--- src/rtl/epv_pkg.sv ---
`timescale 1ns / 1ps
// epv_pkg: widths, scale constants, handshake structs and the saturation helper
// shared by the encoder position/velocity block and its serial arithmetic units.
// No dependencies.
package epv_pkg;

   localparam int SAMPLE_W = 16;   // encoder counter sample
   localparam int DT_W     = 20;   // elapsed time, microseconds
   localparam int CPT_W    = 15;   // counts per turn register
   localparam int OUT_W    = 32;   // result fields

   localparam int DIV_W    = 50;   // dividend / quotient shift register
   localparam int DEN_W    = 20;   // divisor width (max of CPT_W, DT_W)
   localparam int CNT_W    = 6;    // holds bit counts up to DIV_W
   localparam int MUL_W    = 50;   // product width
   localparam int CONST_W  = 29;   // widest scale constant

   localparam logic [CPT_W-1:0] CPT_RESET = CPT_W'(8192);

   // scale constants: degrees per turn, 2*pi*65536, 360e6 (us -> s)
   localparam logic [CONST_W-1:0] DEG_K = CONST_W'(360);
   localparam logic [CONST_W-1:0] RAD_K = CONST_W'(411775);
   localparam logic [CONST_W-1:0] SPD_K = CONST_W'(360000000);
   localparam int                 RAD_SHIFT = 16;

   // quotient bit counts, sized to the largest dividend magnitude of each op
   localparam logic [CNT_W-1:0] TURN_BITS = CNT_W'(32);
   localparam logic [CNT_W-1:0] DEG_BITS  = CNT_W'(40);
   localparam logic [CNT_W-1:0] RAD_BITS  = CNT_W'(34);
   localparam logic [CNT_W-1:0] SPD_BITS  = CNT_W'(44);

   localparam logic [DIV_W-1:0] NEG_LIMIT = DIV_W'(64'h8000_0000);
   localparam logic [DIV_W-1:0] POS_LIMIT = DIV_W'(64'h7FFF_FFFF);

   typedef struct packed {
      logic             start;
      logic [CNT_W-1:0] nbits;
   } div_cmd_type;

   typedef struct packed {
      logic busy;
      logic done;
   } unit_sts_type;

   // apply sign to an unsigned magnitude and clamp to the 32-bit signed range
   function automatic logic [OUT_W-1:0] sat_mag(input logic neg, input logic [DIV_W-1:0] mag);
      logic [OUT_W-1:0] r;
      if (neg) begin
         if (mag > NEG_LIMIT) r = 32'h8000_0000;
         else                 r = ~mag[OUT_W-1:0] + 32'd1;
      end else begin
         if (mag > POS_LIMIT) r = 32'h7FFF_FFFF;
         else                 r = mag[OUT_W-1:0];
      end
      return r;
   endfunction

endpackage

--- src/rtl/encoder_position_velocity.sv ---
`timescale 1ns / 1ps
// encoder_position_velocity: extends a 16-bit encoder counter to a 32-bit count and
// derives turns, degrees, radians and speed. Depends on epv_pkg, epv_mul, epv_div.
//
//   channel  dir  handshake              payload
//   req      in   req_valid/req_ready    req_counter_value, req_dt_us
//   rsp      out  rsp_valid/rsp_ready    rsp_total_count .. rsp_speed_deg_per_s
//   csr      in   csr_wr_en              csr_wr_data (counts per turn)
//
// One beat at a time, computed by the shared serial divider
// (194 quotient bits over five divisions) and the serial multiplier (57 constant bits).
// req_ready is high only in idle; the next beat is taken while a result still waits.
// A stalled result holds the block in its final state until rsp_ready.
// Synchronous reset clears the count, the last sample and sets counts per turn to 8192.
module encoder_position_velocity (
   input  logic                              clock,
   input  logic                              reset,
   input  logic                              csr_wr_en,
   input  logic [epv_pkg::CPT_W-1:0]         csr_wr_data,
   input  logic                              req_valid,
   output logic                              req_ready,
   input  logic [epv_pkg::SAMPLE_W-1:0]      req_counter_value,
   input  logic [epv_pkg::DT_W-1:0]          req_dt_us,
   output logic                              rsp_valid,
   input  logic                              rsp_ready,
   output logic signed [epv_pkg::OUT_W-1:0]  rsp_total_count,
   output logic signed [epv_pkg::OUT_W-1:0]  rsp_whole_turns,
   output logic signed [epv_pkg::OUT_W-1:0]  rsp_angle_degrees,
   output logic signed [epv_pkg::OUT_W-1:0]  rsp_angle_radians,
   output logic signed [epv_pkg::OUT_W-1:0]  rsp_speed_deg_per_s
);
   import epv_pkg::*;

   typedef enum logic [3:0] {
      ST_IDLE,
      ST_TURNS,
      ST_DEG_MUL,
      ST_DEG_DIV,
      ST_RAD_MUL,
      ST_RAD_DIV,
      ST_SPD_MUL,
      ST_SPD_DIV1,
      ST_SPD_DIV2,
      ST_FINISH
   } state_type;

   state_type            state_ff;
   logic                 go_ff;
   logic [CPT_W-1:0]     cpt_cfg_ff;
   logic [SAMPLE_W-1:0]  last_ff;
   logic [OUT_W-1:0]     count_ff;
   logic [SAMPLE_W-1:0]  diff_ff;
   logic [DT_W-1:0]      dt_ff;
   logic [CPT_W-1:0]     cpt_ff;
   logic [OUT_W-1:0]     turns_ff;
   logic [OUT_W-1:0]     deg_ff;
   logic [OUT_W-1:0]     rad_ff;
   logic [OUT_W-1:0]     spd_ff;
   logic                 rsp_valid_ff;
   logic signed [OUT_W-1:0] rsp_total_ff;
   logic signed [OUT_W-1:0] rsp_turns_ff;
   logic signed [OUT_W-1:0] rsp_deg_ff;
   logic signed [OUT_W-1:0] rsp_rad_ff;
   logic signed [OUT_W-1:0] rsp_speed_ff;

   logic [SAMPLE_W-1:0]  diff_in;
   logic [OUT_W-1:0]     count_in;
   logic [OUT_W-1:0]     abs_count;
   logic [SAMPLE_W-1:0]  abs_diff;

   div_cmd_type          div_cmd;
   unit_sts_type         div_sts;
   logic [DIV_W-1:0]     div_dividend;
   logic [DEN_W-1:0]     div_divisor;
   logic [DIV_W-1:0]     div_q;

   logic                 mul_start;
   unit_sts_type         mul_sts;
   logic [OUT_W-1:0]     mul_a;
   logic [CONST_W-1:0]   mul_k;
   logic [MUL_W-1:0]     mul_p;

   // counter difference wraps at the sample width
   assign diff_in   = req_counter_value - last_ff;
   assign count_in  = count_ff + {{(OUT_W-SAMPLE_W){diff_in[SAMPLE_W-1]}}, diff_in};
   assign abs_count = count_ff[OUT_W-1] ? (~count_ff + 1'b1) : count_ff;
   assign abs_diff  = diff_ff[SAMPLE_W-1] ? (~diff_ff + 1'b1) : diff_ff;

   always_comb begin
      div_dividend = mul_p;
      div_divisor  = DEN_W'(cpt_ff);
      div_cmd.nbits = SPD_BITS;
      case (state_ff)
         ST_TURNS: begin
            div_dividend  = DIV_W'(abs_count);
            div_cmd.nbits = TURN_BITS;
         end
         ST_DEG_DIV: begin
            div_cmd.nbits = DEG_BITS;
         end
         ST_RAD_DIV: begin
            // divide by cpt << 16 as a shift then a divide by cpt
            div_dividend  = mul_p >> RAD_SHIFT;
            div_cmd.nbits = RAD_BITS;
         end
         ST_SPD_DIV2: begin
            div_dividend = div_q;
            div_divisor  = dt_ff;
         end
         default: begin
         end
      endcase
      div_cmd.start = go_ff && (state_ff inside {ST_TURNS, ST_DEG_DIV, ST_RAD_DIV,
                                                 ST_SPD_DIV1, ST_SPD_DIV2});
   end

   always_comb begin
      mul_a = abs_count;
      mul_k = DEG_K;
      case (state_ff)
         ST_RAD_MUL: mul_k = RAD_K;
         ST_SPD_MUL: begin
            mul_a = OUT_W'(abs_diff);
            mul_k = SPD_K;
         end
         default: begin
         end
      endcase
      mul_start = go_ff && (state_ff inside {ST_DEG_MUL, ST_RAD_MUL, ST_SPD_MUL});
   end

   epv_div u_div (
      .clock    (clock),
      .reset    (reset),
      .cmd      (div_cmd),
      .dividend (div_dividend),
      .divisor  (div_divisor),
      .sts      (div_sts),
      .quotient (div_q)
   );

   epv_mul u_mul (
      .clock        (clock),
      .reset        (reset),
      .start        (mul_start),
      .multiplicand (mul_a),
      .multiplier   (mul_k),
      .sts          (mul_sts),
      .product      (mul_p)
   );

   always_ff @(posedge clock) begin
      if (reset) begin
         state_ff     <= ST_IDLE;
         go_ff        <= 1'b0;
         rsp_valid_ff <= 1'b0;
         cpt_cfg_ff   <= CPT_RESET;
         last_ff      <= '0;
         count_ff     <= '0;
      end else begin
         go_ff <= 1'b0;
         if (csr_wr_en) cpt_cfg_ff <= csr_wr_data;
         // in the final state the valid flag is owned by the load below
         if (rsp_ready && (state_ff != ST_FINISH)) rsp_valid_ff <= 1'b0;
         case (state_ff)
            ST_IDLE: begin
               if (req_valid) begin
                  last_ff  <= req_counter_value;
                  count_ff <= count_in;
                  diff_ff  <= diff_in;
                  dt_ff    <= (req_dt_us == '0) ? DT_W'(1) : req_dt_us;
                  cpt_ff   <= (cpt_cfg_ff == '0) ? CPT_W'(1) : cpt_cfg_ff;
                  state_ff <= ST_TURNS;
                  go_ff    <= 1'b1;
               end
            end
            ST_TURNS: begin
               if (div_sts.done) begin
                  turns_ff <= sat_mag(count_ff[OUT_W-1], div_q);
                  state_ff <= ST_DEG_MUL;
                  go_ff    <= 1'b1;
               end
            end
            ST_DEG_MUL: begin
               if (mul_sts.done) begin
                  state_ff <= ST_DEG_DIV;
                  go_ff    <= 1'b1;
               end
            end
            ST_DEG_DIV: begin
               if (div_sts.done) begin
                  deg_ff   <= sat_mag(count_ff[OUT_W-1], div_q);
                  state_ff <= ST_RAD_MUL;
                  go_ff    <= 1'b1;
               end
            end
            ST_RAD_MUL: begin
               if (mul_sts.done) begin
                  state_ff <= ST_RAD_DIV;
                  go_ff    <= 1'b1;
               end
            end
            ST_RAD_DIV: begin
               if (div_sts.done) begin
                  rad_ff   <= sat_mag(count_ff[OUT_W-1], div_q);
                  state_ff <= ST_SPD_MUL;
                  go_ff    <= 1'b1;
               end
            end
            ST_SPD_MUL: begin
               if (mul_sts.done) begin
                  state_ff <= ST_SPD_DIV1;
                  go_ff    <= 1'b1;
               end
            end
            ST_SPD_DIV1: begin
               // divide by cpt, then by dt: same truncation as one divide by cpt*dt
               if (div_sts.done) begin
                  state_ff <= ST_SPD_DIV2;
                  go_ff    <= 1'b1;
               end
            end
            ST_SPD_DIV2: begin
               if (div_sts.done) begin
                  spd_ff   <= sat_mag(diff_ff[SAMPLE_W-1], div_q);
                  state_ff <= ST_FINISH;
               end
            end
            ST_FINISH: begin
               if (!rsp_valid_ff || rsp_ready) begin
                  rsp_total_ff <= $signed(count_ff);
                  rsp_turns_ff <= $signed(turns_ff);
                  rsp_deg_ff   <= $signed(deg_ff);
                  rsp_rad_ff   <= $signed(rad_ff);
                  rsp_speed_ff <= $signed(spd_ff);
                  rsp_valid_ff <= 1'b1;
                  state_ff     <= ST_IDLE;
               end
            end
            default: begin
               state_ff <= ST_IDLE;
            end
         endcase
      end
   end

   assign req_ready           = (state_ff == ST_IDLE);
   assign rsp_valid           = rsp_valid_ff;
   assign rsp_total_count     = rsp_total_ff;
   assign rsp_whole_turns     = rsp_turns_ff;
   assign rsp_angle_degrees   = rsp_deg_ff;
   assign rsp_angle_radians   = rsp_rad_ff;
   assign rsp_speed_deg_per_s = rsp_speed_ff;

`ifndef SYNTHESIS
   a_one_beat_in_flight: assert property (@(posedge clock) disable iff (reset)
      (req_valid && req_ready) |=> !req_ready)
      else $error("input beat taken while another is in progress");

   a_units_exclusive: assert property (@(posedge clock) disable iff (reset)
      !(div_sts.done && mul_sts.done))
      else $error("divider and multiplier finished together");

   a_idle_units_quiet: assert property (@(posedge clock) disable iff (reset)
      (state_ff == ST_IDLE) |-> !(div_sts.busy || mul_sts.busy))
      else $error("arithmetic unit busy while idle");

   a_finish_waits: assert property (@(posedge clock) disable iff (reset)
      (state_ff == ST_FINISH && rsp_valid_ff && !rsp_ready) |=> (state_ff == ST_FINISH))
      else $error("result overwrote a pending beat");
`endif

endmodule

--- src/rtl/epv_mul.sv ---
`timescale 1ns / 1ps
// epv_mul: serial shift-add multiplier, one constant bit per cycle, LSB first.
// Depends on epv_pkg.
module epv_mul (
   input  logic                         clock,
   input  logic                         reset,
   input  logic                         start,
   input  logic [epv_pkg::OUT_W-1:0]    multiplicand,
   input  logic [epv_pkg::CONST_W-1:0]  multiplier,
   output epv_pkg::unit_sts_type        sts,
   output logic [epv_pkg::MUL_W-1:0]    product
);
   import epv_pkg::*;

   logic               busy_ff;
   logic               done_ff;
   logic [MUL_W-1:0]   acc_ff;
   logic [MUL_W-1:0]   mcand_ff;
   logic [CONST_W-1:0] mult_ff;

   always_ff @(posedge clock) begin
      if (reset) begin
         busy_ff <= 1'b0;
         done_ff <= 1'b0;
      end else begin
         done_ff <= 1'b0;
         if (start) begin
            busy_ff <= 1'b1;
         end else if (busy_ff && (mult_ff[CONST_W-1:1] == '0)) begin
            // last set bit consumed
            busy_ff <= 1'b0;
            done_ff <= 1'b1;
         end
      end
   end

   always_ff @(posedge clock) begin
      if (start) begin
         acc_ff   <= '0;
         mcand_ff <= MUL_W'(multiplicand);
         mult_ff  <= multiplier;
      end else if (busy_ff) begin
         if (mult_ff[0]) acc_ff <= acc_ff + mcand_ff;
         mcand_ff <= mcand_ff << 1;
         mult_ff  <= mult_ff >> 1;
      end
   end

   assign sts.busy = busy_ff;
   assign sts.done = done_ff;
   assign product  = acc_ff;

endmodule

--- src/rtl/epv_div.sv ---
`timescale 1ns / 1ps
// epv_div: restoring radix-2 divider, unsigned, one quotient bit per cycle.
// Depends on epv_pkg.
module epv_div (
   input  logic                        clock,
   input  logic                        reset,
   input  epv_pkg::div_cmd_type        cmd,
   input  logic [epv_pkg::DIV_W-1:0]   dividend,
   input  logic [epv_pkg::DEN_W-1:0]   divisor,
   output epv_pkg::unit_sts_type       sts,
   output logic [epv_pkg::DIV_W-1:0]   quotient
);
   import epv_pkg::*;

   logic             busy_ff;
   logic             done_ff;
   logic [CNT_W-1:0] cnt_ff;
   logic [DEN_W-1:0] rem_ff;
   logic [DEN_W-1:0] den_ff;
   logic [DIV_W-1:0] q_ff;

   logic [DEN_W:0]   rem_shift;
   logic             fits;
   logic [DEN_W-1:0] rem_in;

   assign rem_shift = {rem_ff, q_ff[DIV_W-1]};
   assign fits      = rem_shift >= {1'b0, den_ff};
   // remainder stays below the divisor, so it fits back into DEN_W bits
   assign rem_in    = fits ? DEN_W'(rem_shift - {1'b0, den_ff}) : rem_shift[DEN_W-1:0];

   always_ff @(posedge clock) begin
      if (reset) begin
         busy_ff <= 1'b0;
         done_ff <= 1'b0;
         cnt_ff  <= '0;
      end else begin
         done_ff <= 1'b0;
         if (cmd.start) begin
            busy_ff <= 1'b1;
            cnt_ff  <= cmd.nbits;
         end else if (busy_ff) begin
            cnt_ff <= cnt_ff - 1'b1;
            if (cnt_ff == CNT_W'(1)) begin
               busy_ff <= 1'b0;
               done_ff <= 1'b1;
            end
         end
      end
   end

   // dividend is left-aligned so only nbits steps are needed; the zeros shifted
   // in below it leave the quotient alone in q_ff at the end
   always_ff @(posedge clock) begin
      if (cmd.start) begin
         rem_ff <= '0;
         den_ff <= divisor;
         q_ff   <= dividend << (CNT_W'(DIV_W) - cmd.nbits);
      end else if (busy_ff) begin
         rem_ff <= rem_in;
         q_ff   <= {q_ff[DIV_W-2:0], fits};
      end
   end

   assign sts.busy = busy_ff;
   assign sts.done = done_ff;
   assign quotient = q_ff;

endmodule

--- config.mk ---
export PLATFORM = sky130hd
export DESIGN_NAME = encoder_position_velocity
export DESIGN_NICKNAME = d
export VERILOG_FILES = /design/src/rtl/epv_pkg.sv /design/src/rtl/encoder_position_velocity.sv /design/src/rtl/epv_mul.sv /design/src/rtl/epv_div.sv
export SDC_FILE = /design/constraint.sdc
export NUM_CORES = 1
export LEC_CHECK = 0
export BUFFER_PORTS_ARGS = -buffer_cell sky130_fd_sc_hd__buf_2
export CORE_ASPECT_RATIO = 1.5
export CORE_MARGIN = 10
export CORE_UTILIZATION = 39
export CTS_CLUSTER_DIAMETER = 40
export DETAILED_ROUTE_END_ITERATION = 8
export SYNTH_ARGS = -nofsm -noshare
export SYNTH_HDL_FRONTEND = slang
export SYNTH_SLANG_ARGS = --single-unit
--- constraint.sdc ---
create_clock -name clock -period 16.9 [get_ports clock]
set_input_delay 3.38 -clock clock [delete_from_list [all_inputs] [get_ports clock]]
set_output_delay 3.38 -clock clock [all_outputs]
set_load 0.01 [all_outputs]
==> metrics.md <==
| Metric | Value |
|---|---|
| Outcome | `finished clean` |
| Clock Path Buffers | `3` |
| Antenna Nets Post-Route | `0` |
| Hold EP | `rsp_whole_turns[8]` |
| P_leak | `13.86 nW` |
| Top cell by count, worst path | `a21oi_1` |
| Max VDD drop | `0.1024 mV` |
| Comb power frac | `36.4%` |
| Top-level port count | `218` |
| CP max FO | `6` |
| DR top layer | `met4` |
| Worst slew margin | `27.79%` |
| R2R cell count | `24` |
| DRT Wirelength | `88.41 mm` |
| Commonest non-fill, non-tap cell in the layout | `edfxtp_1` |
| Compound-Gate Fraction of Synth Area | `16.84%` |
| Clk sink count | `637` |
| Site Rows | `128` |
| Mapped Cells | `3,116` |
| Clk root buf | `clkbuf_16` |
| Cell family with the largest share of critical-path delay | `compound AO/OA/AOI/OAI gates` |
| Hold Crit Start | `turns_ff[8]` |
| CP required | `17,470 ps` |
| Post-synthesis mux area share | `1.511%` |
| R2r startpoint | `last_ff[0]` |
| Drt via density | `5.487` |
| Slew at the pin with the worst max-slew slack | `1083 ps` |
| Area occupied by multi-input gates | `13,430 um^2` |
| GPL Wtd Cong | `0.9298` |
| Total CTS buffers | `76` |
| Yosys top cell area share | `44.28%` |
| Ys Warns | `0` |
| Adder-Cell Fraction of Synth Area | `5.079%` |
| Cell Area, Synth | `31,870 um^2` |
| Final-layout fill cell count | `7,611` |
| Worst-path clk slew | `60 ps` |
| Max cap viols | `0` |
| Dominant cell type by area after synthesis | `edfxtp_1` |
| Vias | `23,890` |
| H-tree levels | `3` |
| Inserted Diodes | `0` |
| Final HPWL DP | `64.71 mm` |
| Avg Cell Area, Syn | `10.23 um^2` |
| Layout area overhead | `14.40%` |
| DRC | `0` |
| Pre-Repair DR Iteration Count | `6` |
| Post-synth EDFFs | `470` |
| XOR/XNOR Fraction of Synth Area | `3.890%` |
| Vias in the first global route | `23,400` |
| R2r setup slk | `11,290 ps` |
| Die Span X | `253.4 um` |
| Sw power | `2.367 mW` |
| Hold depth | `0` |
| Critical path's largest stage delay | `400 ps` |
| Yosys reg bits | `637` |
| Overall routing resource usage | `18.43%` |
| Final count of pins violating max slew | `0` |
| Part of the power in the clock network | `27.5%` |
| DR WL met3 | `4.404 mm` |
| Top_reg_cell synth | `edfxtp_1` |
| Critical path capture point type | `register` |
| Share of layout cells above drive strength 1 | `13.01%` |
| Worst Path Buf+Inv | `3` |
| PortBufs | `217` |
| Seq pwr share | `36.1%` |
| Switch share | `38.70%` |
| Setup_tns | `0 ps` |
| Worst Skew | `16.81 ps` |
| Syn_nets | `3,299` |
| Commonest cells after routing, fill and taps aside | `edfxtp_1, nand2_1, a21oi_1` |
| Sequential Area | `17,460 um^2` |
| Post-Synth Simple-Gate Area | `14.59%` |
| Initial Util | `39.26%` |
| Arr. time, crit path | `8740 ps` |
| Critical path's slowest cell | `fa_1` |
| Die Ht | `370.1 um` |
| Max Clock Freq | `122.3 MHz` |
| Pin count of the biggest net entering global routing | `89` |
| Final cycle utilization of the critical path | `48.38%` |
| Sequential share of the synthesized area | `54.77%` |
| Clock latency at the later pin of the worst-skew pair | `640 ps` |
| PwrDens | `167.7 nW/um^2` |
| Total Nets Final | `3,434` |
| Grt ovf | `0` |
| Core region area | `81,200 um^2` |
| Hold Crit Class | `reg2reg` |
| Post-cts gate resize count | `0` |
| Critical path class | `in2reg` |
| Synth top area cells | `edfxtp_1, dfxtp_1, nand2_1` |
| First-pass GRT wire length | `135.4 mm` |
| Worst setup margin | `8723 ps` |
| Async set-reset flop share out of synthesis | `0%` |
| Final min period | `8177 ps` |
| Reg2reg end | `count_ff[31]` |
| Post-CTS Setup Inserts | `0` |
| RSZ-0062 raised after global routing | `no` |
| Synth unique cells | `81` |
| Met2 wire length | `45.62 mm` |
| CP startpoint kind | `primary input` |
| Hold Buf Count CTS | `0` |
| Int Pwr | `3.749 mW` |
| Met1 wire length | `34.87 mm` |
| Final hold violation count | `0` |
| Pre-CTS setup slack | `8067 ps` |
| Largest family of logic cells by synthesized area | `compound AO/OA/AOI/OAI gates` |
| # setup viols final | `0` |
| Initial antenna violation count | `0` |
| Drt wl/cell | `20.30 um` |
| Starting DRT DRC Count | `1,758` |
| Die Area | `93,800 um^2` |
| TritonCTS clock tree | `done` |
| Origin of the worst setup path | `req_counter_value[0]` |
## power by group through the flow
stage	clock [mW]	sequential (mW)	combinational, mW
after floorplan	0	2.10	1.66
after global placement	0	2.23	2.19
after detailed placement	0	2.23	2.20
after CTS	1.73	2.20	2.21
after global routing	1.79	2.23	2.47
final	1.68	2.21	2.23
## cell usage after synthesis, types with 18 or more instances
library cell  instances
and2_1               38
nand2b_1             26
a31oi_1              27
o21a_1               18
o31ai_1              19
xor2_1               65
nor3_1               55
xnor2_1              74
nand4_1              20
a21oi_1             309
clkbuf_1            170
nor4_1               35
o211ai_1             18
a211oi_1             18
ha_1                123
inv_1                76
mux2i_1              47
nand3_1              48
a21o_1               75
o21ai_0             187
nor2_1              259
nand2_1             421
o22ai_1              55
and3_1               22
or3_1                21
dfxtp_1             167
edfxtp_1            470
## metal layers
layer | global-route usage [%] | up-vias
li1 | - | 11700
met1 | 20.80 | 11350
met3 | 2.884 | 186
met4 | 8.727 | 0
met5 | 0 | -
met2 | 33.34 | 651
## worst register-to-register path: cells and delay by family, from the launching register on
family,cells,cell delay [ps]
xor+xnor,2,480
compound gates,16,3260
fa+ha+maj,3,930
simple gates,2,500
flops,1,350
buf+inv,1,40
## layout make-up
type	count	area share, %
flip-flops and latches	637	47.88
multi-input cells	2206	36.84
clock buffers	87	5.497
repair buffers	254	3.747
well taps	1040	3.569
clock inverters	54	1.678
inverters	76	0.7824
## worst max path at each step
stage               slack, ps              endpoint  depth (start not counted)
floorplan                 800  rsp_angle_degrees[0]                          2
global placement         8040          count_ff[31]                         26
detailed placement       8070          count_ff[31]                         26
CTS                      8730          count_ff[31]                         26
global route             8180          count_ff[31]                         26
finish                   8720          count_ff[31]                         26
## metrics by stage
stage	instance area [um^2]	hold slack [ps]	util, %	power, mW	std cells
after floorplan	31870	400.3	-	3.758	3116
after global placement	33850	400.6	41.69	4.424	4213
after detailed placement	33850	404.5	41.69	4.436	4213
after CTS	36460	417.8	44.91	6.142	4354
after global routing	36460	421.0	44.91	6.489	4354
final	36460	415.1	44.91	6.115	4354
## sequential cells by signal, summed over array words and instances (netlist names), 29 cells and up
register,flops
count_ff,32
deg_ff,32
rad_ff,32
rsp_angle_degrees,32
rsp_angle_radians,32
rsp_speed_deg_per_s,32
rsp_total_count,32
rsp_whole_turns,32
spd_ff,32
turns_ff,32
u_div.quotient,50
u_mul.mcand_ff,50
u_mul.mult_ff,29
u_mul.product,50
## kinds of logic (layout without fill, tap and decap cells)
kind of cell | after synthesis | after routing
buffers and inverters | 273 | 471
XOR/XNOR | 140 | 140
adder cells (fa/ha/maj) | 127 | 127
AND/OR/NAND/NOR | 1020 | 1020
flip-flops | 637 | 637
AO/OA/AOI/OAI | 871 | 871
multiplexers | 48 | 48
Note: power is estimated with default switching activity, not from simulation.
